<file path="src/scf_pkg.sv">
// scf_pkg: types, codes and the per-cell byte function of the command framer
// used by the channel interfaces, the check stage, the byte cells and the top level
`default_nettype none

package scf_pkg;

  localparam int unsigned FRAME_BYTES_DEF = 16;
  localparam int unsigned FRAME_W  = 20;
  localparam int unsigned WORD_W   = 8;
  localparam int unsigned BIT_W    = 8;
  localparam int unsigned CMD_W    = 3;
  localparam int unsigned ERR_W    = 2;
  localparam int unsigned ADDR_W   = 32;
  localparam int unsigned CFG_W    = 20;
  localparam int unsigned REG_IDX_W = 1;

  localparam int unsigned PREFIX_LEN  = 5;
  localparam int unsigned HEX_DIGITS  = 8;
  localparam int unsigned FRAME_SHIFT = 12;
  localparam int unsigned WORD_SHIFT  = 5;

  // register indexes
  localparam logic [REG_IDX_W-1:0] REG_FRAME_LIMIT = 1'b0;
  localparam logic [REG_IDX_W-1:0] REG_LAST_WORD   = 1'b1;

  localparam logic [CFG_W-1:0]  FRAME_LIMIT_RST = 20'd57532;
  localparam logic [WORD_W-1:0] LAST_WORD_RST   = 8'd92;
  localparam logic [BIT_W-1:0]  BIT_LIMIT       = 8'd31;

  // lower frame bound of the reset limit
  localparam logic [CFG_W:0]    FRAME_LOW_RST = (CFG_W+1)'(FRAME_LIMIT_RST / 3 * 2);

  // ceil(2^21/3): exact x/3 for any 20-bit x
  localparam logic [CFG_W:0]    DIV3_MUL   = 21'd699051;
  localparam int unsigned       DIV3_SHIFT = 21;

  // command codes
  localparam logic [CMD_W-1:0] CMD_IDLE   = 3'd0;
  localparam logic [CMD_W-1:0] CMD_OBSERV = 3'd1;
  localparam logic [CMD_W-1:0] CMD_DETECT = 3'd2;
  localparam logic [CMD_W-1:0] CMD_DIAG   = 3'd3;
  localparam logic [CMD_W-1:0] CMD_QUERY  = 3'd4;
  localparam logic [CMD_W-1:0] CMD_INJECT = 3'd5;

  // error codes
  localparam logic [ERR_W-1:0] ERR_NONE  = 2'd0;
  localparam logic [ERR_W-1:0] ERR_FRAME = 2'd1;
  localparam logic [ERR_W-1:0] ERR_WORD  = 2'd2;
  localparam logic [ERR_W-1:0] ERR_BIT   = 2'd3;

  // ascii
  localparam logic [7:0] CH_I     = 8'h49;
  localparam logic [7:0] CH_O     = 8'h4F;
  localparam logic [7:0] CH_D     = 8'h44;
  localparam logic [7:0] CH_U     = 8'h55;
  localparam logic [7:0] CH_Q     = 8'h51;
  localparam logic [7:0] CH_N     = 8'h4E;
  localparam logic [7:0] CH_C     = 8'h43;
  localparam logic [7:0] CH_SPACE = 8'h20;
  localparam logic [7:0] CH_ZERO  = 8'h30;
  localparam logic [7:0] CH_ALPHA = 8'h37;

  typedef struct packed {
    logic [CMD_W-1:0]  cmd;
    logic [ERR_W-1:0]  err;
    logic [ADDR_W-1:0] addr;
  } load_t;

  typedef struct packed {
    logic              valid;
    logic              last;
    logic [7:0]        data;
    logic [ERR_W-1:0]  err;
  } cell_t;

  typedef struct packed {
    logic load;
    logic shift;
  } cell_ctrl_t;

  function automatic logic [7:0] hex_char(logic [3:0] nib);
    logic [7:0] base;
    base = (nib < 4'd10) ? CH_ZERO : CH_ALPHA;
    return base + {4'b0, nib};
  endfunction

  // contents of cell idx of an nbytes frame for one command
  function automatic cell_t cell_load(int idx, int nbytes, load_t ld);
    cell_t       c;
    logic [31:0] sh;
    c  = '0;
    sh = '0;
    if (ld.err != ERR_NONE) begin
      // error result: a single beat at the head
      c.valid = (idx == 0);
      c.last  = 1'b1;
      c.err   = ld.err;
    end else begin
      c.valid = 1'b1;
      c.last  = (idx == nbytes - 1);
      if (ld.cmd == CMD_QUERY || ld.cmd == CMD_INJECT) begin
        if (idx == 0) begin
          c.data = (ld.cmd == CMD_QUERY) ? CH_Q : CH_N;
        end else if (idx == 1) begin
          c.data = CH_SPACE;
        end else if (idx == 2) begin
          c.data = CH_C;
        end else if (idx == 3 || idx == 4) begin
          c.data = CH_ZERO;
        end else if (idx < int'(PREFIX_LEN + HEX_DIGITS)) begin
          // hex digits, most significant first
          sh = ld.addr >> (4 * (int'(PREFIX_LEN + HEX_DIGITS) - 1 - idx));
          c.data = hex_char(sh[3:0]);
        end
      end else if (idx == 0) begin
        unique case (ld.cmd)
          CMD_OBSERV: c.data = CH_O;
          CMD_DETECT: c.data = CH_D;
          CMD_DIAG:   c.data = CH_U;
          default:    c.data = CH_I;
        endcase
      end
    end
    return c;
  endfunction

endpackage

`default_nettype wire

</file>
<file path="src/scf_if.sv">
// scf_if: valid/ready channel interfaces of the command framer
// depends on scf_pkg for the field widths
`default_nettype none

interface scf_cmd_if;
  logic                           valid;
  logic                           ready;
  logic [scf_pkg::CMD_W-1:0]      command;
  logic [scf_pkg::FRAME_W-1:0]    frame_addr;
  logic [scf_pkg::WORD_W-1:0]     word_addr;
  logic [scf_pkg::BIT_W-1:0]      bit_addr;

  modport source (output valid, command, frame_addr, word_addr, bit_addr, input ready);
  modport sink   (input valid, command, frame_addr, word_addr, bit_addr, output ready);
endinterface

interface scf_res_if;
  logic                        valid;
  logic                        ready;
  logic [7:0]                  out_byte;
  logic                        last;
  logic [scf_pkg::ERR_W-1:0]   error;

  modport source (output valid, out_byte, last, error, input ready);
  modport sink   (input valid, out_byte, last, error, output ready);
endinterface

`default_nettype wire

</file>
<file path="src/scf_cell.sv">
// scf_cell: one byte cell of the output chain, parallel load or shift from its neighbor
// depends on scf_pkg (cell_t, load_t, cell_load)
`default_nettype none

module scf_cell #(
  parameter int IDX    = 0,
  parameter int NBYTES = 16
) (
  input  wire                 clk_i,
  input  wire                 rst_ni,
  input  scf_pkg::cell_ctrl_t ctrl_i,
  input  scf_pkg::load_t      ld_i,
  input  scf_pkg::cell_t      nbr_i,
  output scf_pkg::cell_t      cell_o
);
  import scf_pkg::*;

  cell_t cell_d, cell_q;

  always_comb begin
    priority if (ctrl_i.load) begin
      cell_d = cell_load(IDX, NBYTES, ld_i);
    end else if (ctrl_i.shift) begin
      cell_d = nbr_i;
    end else begin
      cell_d = cell_q;
    end
  end

  always_ff @(posedge clk_i or negedge rst_ni) begin
    if (!rst_ni) begin
      cell_q <= '0;
    end else begin
      cell_q <= cell_d;
    end
  end

  assign cell_o = cell_q;

endmodule

`default_nettype wire

</file>
<file path="src/scf_check.sv">
// scf_check: config registers, frame bound, command holding stage and range checks
// depends on scf_pkg (codes, load_t)
`default_nettype none

module scf_check (
  input  wire                             clk_i,
  input  wire                             rst_ni,
  input  wire                             cfg_we_i,
  input  wire [scf_pkg::REG_IDX_W-1:0]    cfg_idx_i,
  input  wire [scf_pkg::CFG_W-1:0]        cfg_wdata_i,
  input  wire                             in_fire_i,
  input  wire [scf_pkg::CMD_W-1:0]        command_i,
  input  wire [scf_pkg::FRAME_W-1:0]      frame_addr_i,
  input  wire [scf_pkg::WORD_W-1:0]       word_addr_i,
  input  wire [scf_pkg::BIT_W-1:0]        bit_addr_i,
  input  wire                             take_i,
  output logic                            valid_o,
  output scf_pkg::load_t                  ld_o
);
  import scf_pkg::*;

  logic [CFG_W-1:0]     limit_q;
  logic [CFG_W-1:0]     limit_d;
  logic [WORD_W-1:0]    last_word_q;
  logic [CFG_W:0]       low_d, low_q;
  logic [2*CFG_W:0]     prod;

  logic                 a_valid_d, a_valid_q;
  logic [CMD_W-1:0]     a_cmd_q;
  logic [FRAME_W-1:0]   a_lfa_q;
  logic [WORD_W-1:0]    a_wa_q;
  logic [BIT_W-1:0]     a_ba_q;

  logic                 frame_ok;
  logic [WORD_W-1:0]    wa_eff;
  logic [BIT_W-1:0]     ba_eff;

  always_ff @(posedge clk_i or negedge rst_ni) begin
    if (!rst_ni) begin
      limit_q     <= FRAME_LIMIT_RST;
      last_word_q <= LAST_WORD_RST;
    end else if (cfg_we_i) begin
      unique case (cfg_idx_i)
        REG_FRAME_LIMIT: limit_q     <= cfg_wdata_i;
        REG_LAST_WORD:   last_word_q <= cfg_wdata_i[WORD_W-1:0];
        default: ;
      endcase
    end
  end

  // lower frame bound (limit/3)*2, registered together with the limit
  assign limit_d = (cfg_we_i && cfg_idx_i == REG_FRAME_LIMIT) ? cfg_wdata_i : limit_q;
  assign prod    = {{CFG_W{1'b0}}, 1'b0, limit_d} * {{CFG_W{1'b0}}, DIV3_MUL};
  assign low_d   = {prod[DIV3_SHIFT +: CFG_W], 1'b0};

  always_ff @(posedge clk_i or negedge rst_ni) begin
    if (!rst_ni) begin
      low_q <= FRAME_LOW_RST;
    end else begin
      low_q <= low_d;
    end
  end

  assign a_valid_d = in_fire_i ? 1'b1 : (take_i ? 1'b0 : a_valid_q);

  always_ff @(posedge clk_i or negedge rst_ni) begin
    if (!rst_ni) begin
      a_valid_q <= 1'b0;
    end else begin
      a_valid_q <= a_valid_d;
    end
  end

  always_ff @(posedge clk_i) begin
    if (in_fire_i) begin
      a_cmd_q <= command_i;
      a_lfa_q <= frame_addr_i;
      a_wa_q  <= word_addr_i;
      a_ba_q  <= bit_addr_i;
    end
  end

  assign frame_ok = ({1'b0, a_lfa_q} > low_q) &&
                    (({1'b0, a_lfa_q} + 21'd1) < {1'b0, limit_q});

  assign wa_eff = (a_cmd_q == CMD_INJECT) ? a_wa_q : '0;
  assign ba_eff = (a_cmd_q == CMD_INJECT) ? a_ba_q : '0;

  always_comb begin
    ld_o.cmd  = a_cmd_q;
    ld_o.addr = {a_lfa_q, {FRAME_SHIFT{1'b0}}} |
                {{(ADDR_W-WORD_W-WORD_SHIFT){1'b0}}, wa_eff, {WORD_SHIFT{1'b0}}} |
                {{(ADDR_W-BIT_W){1'b0}}, ba_eff};
    priority if ((a_cmd_q == CMD_QUERY || a_cmd_q == CMD_INJECT) && !frame_ok) begin
      ld_o.err = ERR_FRAME;
    end else if (a_cmd_q == CMD_INJECT && a_wa_q > last_word_q) begin
      ld_o.err = ERR_WORD;
    end else if (a_cmd_q == CMD_INJECT && a_ba_q > BIT_LIMIT) begin
      ld_o.err = ERR_BIT;
    end else begin
      ld_o.err = ERR_NONE;
    end
  end

  assign valid_o = a_valid_q;

endmodule

`default_nettype wire

</file>
<file path="src/sem_command_framer.sv">
// sem_command_framer: command request in, ascii command frame out, one byte per beat
// depends on scf_pkg, scf_if (channels), scf_check and scf_cell
//
//   port     dir  beat contents
//   cmd_i    in   command, frame_addr, word_addr, bit_addr
//   res_o    out  out_byte, last, error
//   cfg_*    in   write enable, register index, write data (no handshake)
//
// a frame leaves as FRAME_BYTES beats, one per cycle while res_o is ready, an error
// as a single beat; throughput is set by the byte-wide result port draining the chain
// of byte cells; a taken command is registered in a holding stage, then in the cells;
// the next command waits there and loads the chain in the cycle the last beat of the
// frame ahead leaves, so frames follow without gap; a stall on res_o freezes the
// chain; reset empties the chain and holding stage and restores both registers
`default_nettype none

module sem_command_framer #(
  parameter int FRAME_BYTES = scf_pkg::FRAME_BYTES_DEF
) (
  input  wire                            clk_i,
  input  wire                            rst_ni,
  scf_cmd_if.sink                        cmd_i,
  scf_res_if.source                      res_o,
  input  wire                            cfg_we_i,
  input  wire [scf_pkg::REG_IDX_W-1:0]   cfg_idx_i,
  input  wire [scf_pkg::CFG_W-1:0]       cfg_wdata_i
);
  import scf_pkg::*;

  logic       in_fire, out_fire;
  logic       stage_valid, take, chain_free;
  load_t      ld;
  cell_ctrl_t ctrl;
  cell_t      cells [FRAME_BYTES+1];

  assign in_fire  = cmd_i.valid && cmd_i.ready;
  assign out_fire = res_o.valid && res_o.ready;

  // chain frees up when the head is empty or its last beat leaves now
  assign chain_free  = !cells[0].valid || (out_fire && cells[0].last);
  assign take        = stage_valid && chain_free;
  assign cmd_i.ready = !stage_valid || take;

  assign ctrl.load  = take;
  assign ctrl.shift = out_fire;

  scf_check u_check (
    .clk_i        (clk_i),
    .rst_ni       (rst_ni),
    .cfg_we_i     (cfg_we_i),
    .cfg_idx_i    (cfg_idx_i),
    .cfg_wdata_i  (cfg_wdata_i),
    .in_fire_i    (in_fire),
    .command_i    (cmd_i.command),
    .frame_addr_i (cmd_i.frame_addr),
    .word_addr_i  (cmd_i.word_addr),
    .bit_addr_i   (cmd_i.bit_addr),
    .take_i       (take),
    .valid_o      (stage_valid),
    .ld_o         (ld)
  );

  assign cells[FRAME_BYTES] = '0;

  for (genvar g = 0; g < FRAME_BYTES; g++) begin : g_cell
    scf_cell #(
      .IDX    (g),
      .NBYTES (FRAME_BYTES)
    ) u_cell (
      .clk_i  (clk_i),
      .rst_ni (rst_ni),
      .ctrl_i (ctrl),
      .ld_i   (ld),
      .nbr_i  (cells[g+1]),
      .cell_o (cells[g])
    );
  end

  assign res_o.valid    = cells[0].valid;
  assign res_o.out_byte = cells[0].data;
  assign res_o.last     = cells[0].last;
  assign res_o.error    = cells[0].err;

`ifndef ASSERT_OFF
  // an error beat always closes its result
  a_err_last: assert property (@(posedge clk_i) disable iff (!rst_ni)
    (res_o.valid && res_o.error != ERR_NONE) |-> res_o.last)
    else $error("error beat without last");

  // a frame continues on the beat after a non-final one
  a_frame_cont: assert property (@(posedge clk_i) disable iff (!rst_ni)
    (out_fire && !res_o.last) |=> res_o.valid)
    else $error("gap inside a frame");

  // a non-final head always has a follower in the next cell
  a_chain_full: assert property (@(posedge clk_i) disable iff (!rst_ni)
    (cells[0].valid && !cells[0].last) |-> cells[1].valid)
    else $error("chain broken behind head");

  // a final beat with nothing waiting leaves the output empty
  a_drain: assert property (@(posedge clk_i) disable iff (!rst_ni)
    (out_fire && res_o.last && !stage_valid) |=> !res_o.valid)
    else $error("beat after end of frame");
`endif

endmodule

`default_nettype wire

</file>
<file path="src/flat_wrapper.sv">
// flat-port wrapper written by rule: the top's interface ports become plain ports
module sem_command_framer_flat import scf_pkg::*;
#(
  parameter int FRAME_BYTES = scf_pkg::FRAME_BYTES_DEF
)
  (clk_i, rst_ni, cfg_we_i, cfg_idx_i, cfg_wdata_i, cmd_i_valid, cmd_i_command, cmd_i_frame_addr, cmd_i_word_addr, cmd_i_bit_addr, cmd_i_ready, res_o_valid, res_o_out_byte, res_o_last, res_o_error, res_o_ready);
  scf_cmd_if cmd_i_i ();
  scf_res_if res_o_i ();
  input  wire clk_i;
  input  wire rst_ni;
  input  wire cfg_we_i;
  input  wire [scf_pkg::REG_IDX_W-1:0] cfg_idx_i;
  input  wire [scf_pkg::CFG_W-1:0] cfg_wdata_i;
  input wire logic [$bits(cmd_i_i.valid)-1:0] cmd_i_valid;
  input wire logic [$bits(cmd_i_i.command)-1:0] cmd_i_command;
  input wire logic [$bits(cmd_i_i.frame_addr)-1:0] cmd_i_frame_addr;
  input wire logic [$bits(cmd_i_i.word_addr)-1:0] cmd_i_word_addr;
  input wire logic [$bits(cmd_i_i.bit_addr)-1:0] cmd_i_bit_addr;
  output wire logic [$bits(cmd_i_i.ready)-1:0] cmd_i_ready;
  output wire logic [$bits(res_o_i.valid)-1:0] res_o_valid;
  output wire logic [$bits(res_o_i.out_byte)-1:0] res_o_out_byte;
  output wire logic [$bits(res_o_i.last)-1:0] res_o_last;
  output wire logic [$bits(res_o_i.error)-1:0] res_o_error;
  input wire logic [$bits(res_o_i.ready)-1:0] res_o_ready;
  assign cmd_i_i.valid = cmd_i_valid;
  assign cmd_i_i.command = cmd_i_command;
  assign cmd_i_i.frame_addr = cmd_i_frame_addr;
  assign cmd_i_i.word_addr = cmd_i_word_addr;
  assign cmd_i_i.bit_addr = cmd_i_bit_addr;
  assign cmd_i_ready = cmd_i_i.ready;
  assign res_o_valid = res_o_i.valid;
  assign res_o_out_byte = res_o_i.out_byte;
  assign res_o_last = res_o_i.last;
  assign res_o_error = res_o_i.error;
  assign res_o_i.ready = res_o_ready;
  sem_command_framer #(.FRAME_BYTES(FRAME_BYTES)) u_core (.clk_i(clk_i), .rst_ni(rst_ni), .cmd_i(cmd_i_i), .res_o(res_o_i), .cfg_we_i(cfg_we_i), .cfg_idx_i(cfg_idx_i), .cfg_wdata_i(cfg_wdata_i));
endmodule
</file>
<file path="config.mk">
export PLATFORM = sky130hd
export DESIGN_NAME = sem_command_framer_flat
export DESIGN_NICKNAME = d
export VERILOG_FILES = /design/src/scf_pkg.sv /design/src/scf_if.sv /design/src/scf_cell.sv /design/src/scf_check.sv /design/src/sem_command_framer.sv /design/src/flat_wrapper.sv
export SDC_FILE = /design/constraint.sdc
export NUM_CORES = 1
export LEC_CHECK = 0
export BUFFER_PORTS_ARGS = -buffer_cell sky130_fd_sc_hd__clkbuf_2
export CAP_MARGIN = 20
export CORE_MARGIN = 2
export CORE_UTILIZATION = 46
export CTS_CLUSTER_DIAMETER = 30
export CTS_CLUSTER_SIZE = 12
export DETAILED_ROUTE_END_ITERATION = 7
export SKIP_CTS_REPAIR_TIMING = 1
export SYNTH_ARGS = -nofsm -noshare
export SYNTH_HDL_FRONTEND = slang
export SYNTH_SLANG_ARGS = --single-unit
</file>
<file path="constraint.sdc">
create_clock -name clk_i -period 19.9 [get_ports clk_i]
set_input_delay 2.985 -clock clk_i [delete_from_list [all_inputs] [get_ports clk_i]]
set_output_delay 2.985 -clock clk_i [all_outputs]
set_load 0.02 [all_outputs]
</file>
==> run_results.csv <==
group,metric,value,unit
cells_and_area,nets,2459,
place,port-buffer-count,76,
grt,antenna_found_initial,0,
cts,cts.sinks,242,
routing,wl_met3,1890,um
sta,period_minus_slack,9900,ps
cts,clock-root-buffer,"clkbuf_16",
synth,ys_types,60,
cells_and_area,antenna_cells,0,
die,fp.dieW,208.1,um
die,boundaryPins,78,
grt,grt_usage,21.87,%
sta,setup_viol,0,
routing,dr_wl_met2,22900,um
routing,via_per_inst,5.364,
synth,syn-cell-area,19170,um^2
job,maxCapViolations,0,
synth,yosys_warnings,0,
routing,avgRoutedWirePerCell,17.94,um
grt,grt_pass1_wl,75330,um
routing,drt_iter0_drc,781,
setup_path,critPathCaptureType,"flop",
routing,routed_wl,46260,um
die,fp.coreArea,41020,um^2
synth,synth_edf_count,39,
min_path,hp-class,"reg -> reg",
cts,ctsHtreeMaxLevel,2,
routing,wl_met1,20070,um
die,rows,74,
grt,grt_max_degree,89,
cells_and_area,multi_input_comb_area,11390,um^2
synth,synth_top_area_share,23.89,%
sta,whs,480.9,ps
synth,yosys.cell_count.top_type,"inv_1",
routing,first_pass_iters,5,
die,die_h,208.1,um
routing,vias,13830,
grt,grt-ovfl-total,0,
place,gp_congestion,0.9050,
cts,clk_pin_slew_worst_paths,50,ps
synth,synth-seq-cells,242,
cts,cts_tree,"yes",
sta,min_period_over_period,49.75,%
setup_path,startpoint_type,"primary input",
sta,slew_headroom,20.86,%
min_path,hold_depth,2,
cells_and_area,layout-drive-gt1-share,11.63,%
cts,clk_path_buf_depth,3,
place,dp_hpwl,34880,um
synth,synth_nets,2389,
grt,first_global_vias,14310,
sta,fin_skew,20.41,ps
sta,rsz0062_at_grt,"no",
routing,ant_nets,0,
setup_path,cp.required,20400,ps
sta,worst_pin_slew,1175,ps
synth,synth_top_area_cell,"dfrtp_1",
setup_path,crit_fanout,52,
setup_path,r2r_cells,23,
die,initial_core_util,46.73,%
synth,synthFlopType,"dfrtp_1",
die,fp.dieArea,43320,um^2
sta,timing.fmax,101.0,MHz
routing,drc,0,
synth,yosys-top-cells-area,"dfrtp_1 (24%), ha_1 (16%), fa_1 (15%), edfxtp_1 (6.1%), inv_1 (6.1%)",
cells_and_area,syn_to_final_growth,14.62,%
cells_and_area,fillCellCount,3679,
sta,finalHoldViolations,0,
synth,synthArstFlopShare,83.88,%
synth,synth_commonest_cells,"inv_1 (312), ha_1 (251), dfrtp_1 (183)",
synth,synth_area_per_cell,9.932,um^2
routing,highest_layer,"met4",
cells_and_area,seqCellArea,6276,um^2
setup_path,cp_data_arrival_time,10400,ps
run_status,status,"finished, final reports clean",
sta,tns,0,ps
sta,maxSlewViolCount,0,
synth,synth_cells,1930,
synth,ys_seq_area_share,32.74,%
cts,insertion_delay,580,ps
cts,numCtsBuffers,55,
setup_path,crit_type,"in -> reg",
[layout by cell type (no fill, tap or decap), types with 6 or more instances in the layout]
cell type,instances
nand2b_1,6
inv_1,312
nand4_1,15
clkinv_2,8
o21ai_0,116
clkbuf_8,12
a32oi_1,30
nand3b_1,7
edfxtp_1,39
inv_6,7
ha_1,251
o21a_1,15
xnor2_1,33
clkbuf_1,10
buf_4,19
nor2_1,78
fa_1,143
clkbuf_16,55
nand2_1,178
nor3_1,7
dfrtp_1,183
mux2_2,10
mux2i_1,62
nor2b_1,11
dfstp_2,20
a21oi_1,114
a21o_1,37
clkbuf_2,75
xor2_1,23
bufinv_16,6
o22ai_1,52
nand3_1,21
and3_1,15
[worst paths after layout]
kind / from / to / slack [ps]
hold reg to reg: u_core.g_cell[15].u_cell.cell_o[1] / u_core.g_cell[15].u_cell.cell_o[1] / 480
hold / removal: u_core.g_cell[15].u_cell.cell_o[1] / u_core.g_cell[15].u_cell.cell_o[1] / 480
setup / recovery: cfg_we_i / u_core.u_check.low_q[18] / 10000
max in group asynchronous: rst_ni / u_core.g_cell[0].u_cell.cell_o[5] / 15590
min in group asynchronous: rst_ni / u_core.g_cell[4].u_cell.cell_o[1] / 2370
setup reg to reg: u_core.u_check.limit_q[15] / u_core.u_check.low_q[18] / 12650
[final cells by class]
class	instances	area share (%)
multi-input cells	1292	51.82
flip-flops and latches	242	28.56
clock buffers	76	7.124
inverters	312	5.330
well taps	532	3.030
repair buffers	97	2.580
clock inverters	27	1.549
[sequential cells by signal, summed over array words and instances (netlist names)]
name and cells:
u_core.g_cell.u_cell.cell_o 155, u_core.u_check.a_wa_q 8, u_core.u_check.a_cmd_q 3, u_core.u_check.limit_q 20, u_core.u_check.a_lfa_q 20, u_core.u_check.low_q 19, u_core.u_check.a_ba_q 8, u_core.u_check.valid_o 1
u_core.u_check.last_word_q 8
[per-layer routing]
| metal | track usage [%] | up-vias |
|---|---|---|
| met5 | 0 | - |
| met4 | 8.162 | 0 |
| met3 | 3.592 | 83 |
| met2 | 37.94 | 298 |
| met1 | 27.49 | 6794 |
| li1 | - | 6653 |
[cells by family (layout without fill, tap and decap cells)]
logic type      count (synthesis)  count (layout)  synth area share (%)
compound gates                401             401                 12.87
buf+inv                       396             512                 8.035
fa+ha+maj                     394             394                 31.32
simple gates                  367             367                 8.551
flops                         242             242                 32.74
mux                            73              73                 3.903
xor+xnor                       56              56                 2.559
other cells                     1               1               0.01956
[per-stage QoR]
stage	utilization [%]	setup slack (ps)	std cells	instance area, um^2
6_report	53.57	10000	2578	21970
5_1_grt	53.57	9630	2578	21970
4_1_cts	53.46	10020	2575	21930
3_5_place_dp	48.82	9503	2472	20020
3_3_place_gp	48.82	9553	2472	20020
2_1_floorplan	-	10330	1930	19170
[worst max-delay path, stage by stage]
cell and delay, ps:
clkbuf_2 90, nor2b_4 120, buf_4 410, nor2_1 70
a21oi_1 770, inv_1 360, ha_1 470, ha_1 310
inv_1 50, fa_1 500, fa_1 540, inv_1 50
fa_1 500, fa_1 500, ha_1 310, ha_1 390
a21oi_1 340, o21ai_0 140, a31oi_1 170, o21ai_0 130
o21ai_0 220, a21oi_1 120, o41a_1 470, a21oi_1 200
xnor2_1 130
Power is not shown: default switching activity piles up to over one toggle a cycle in this logic, so the estimate is an artifact.
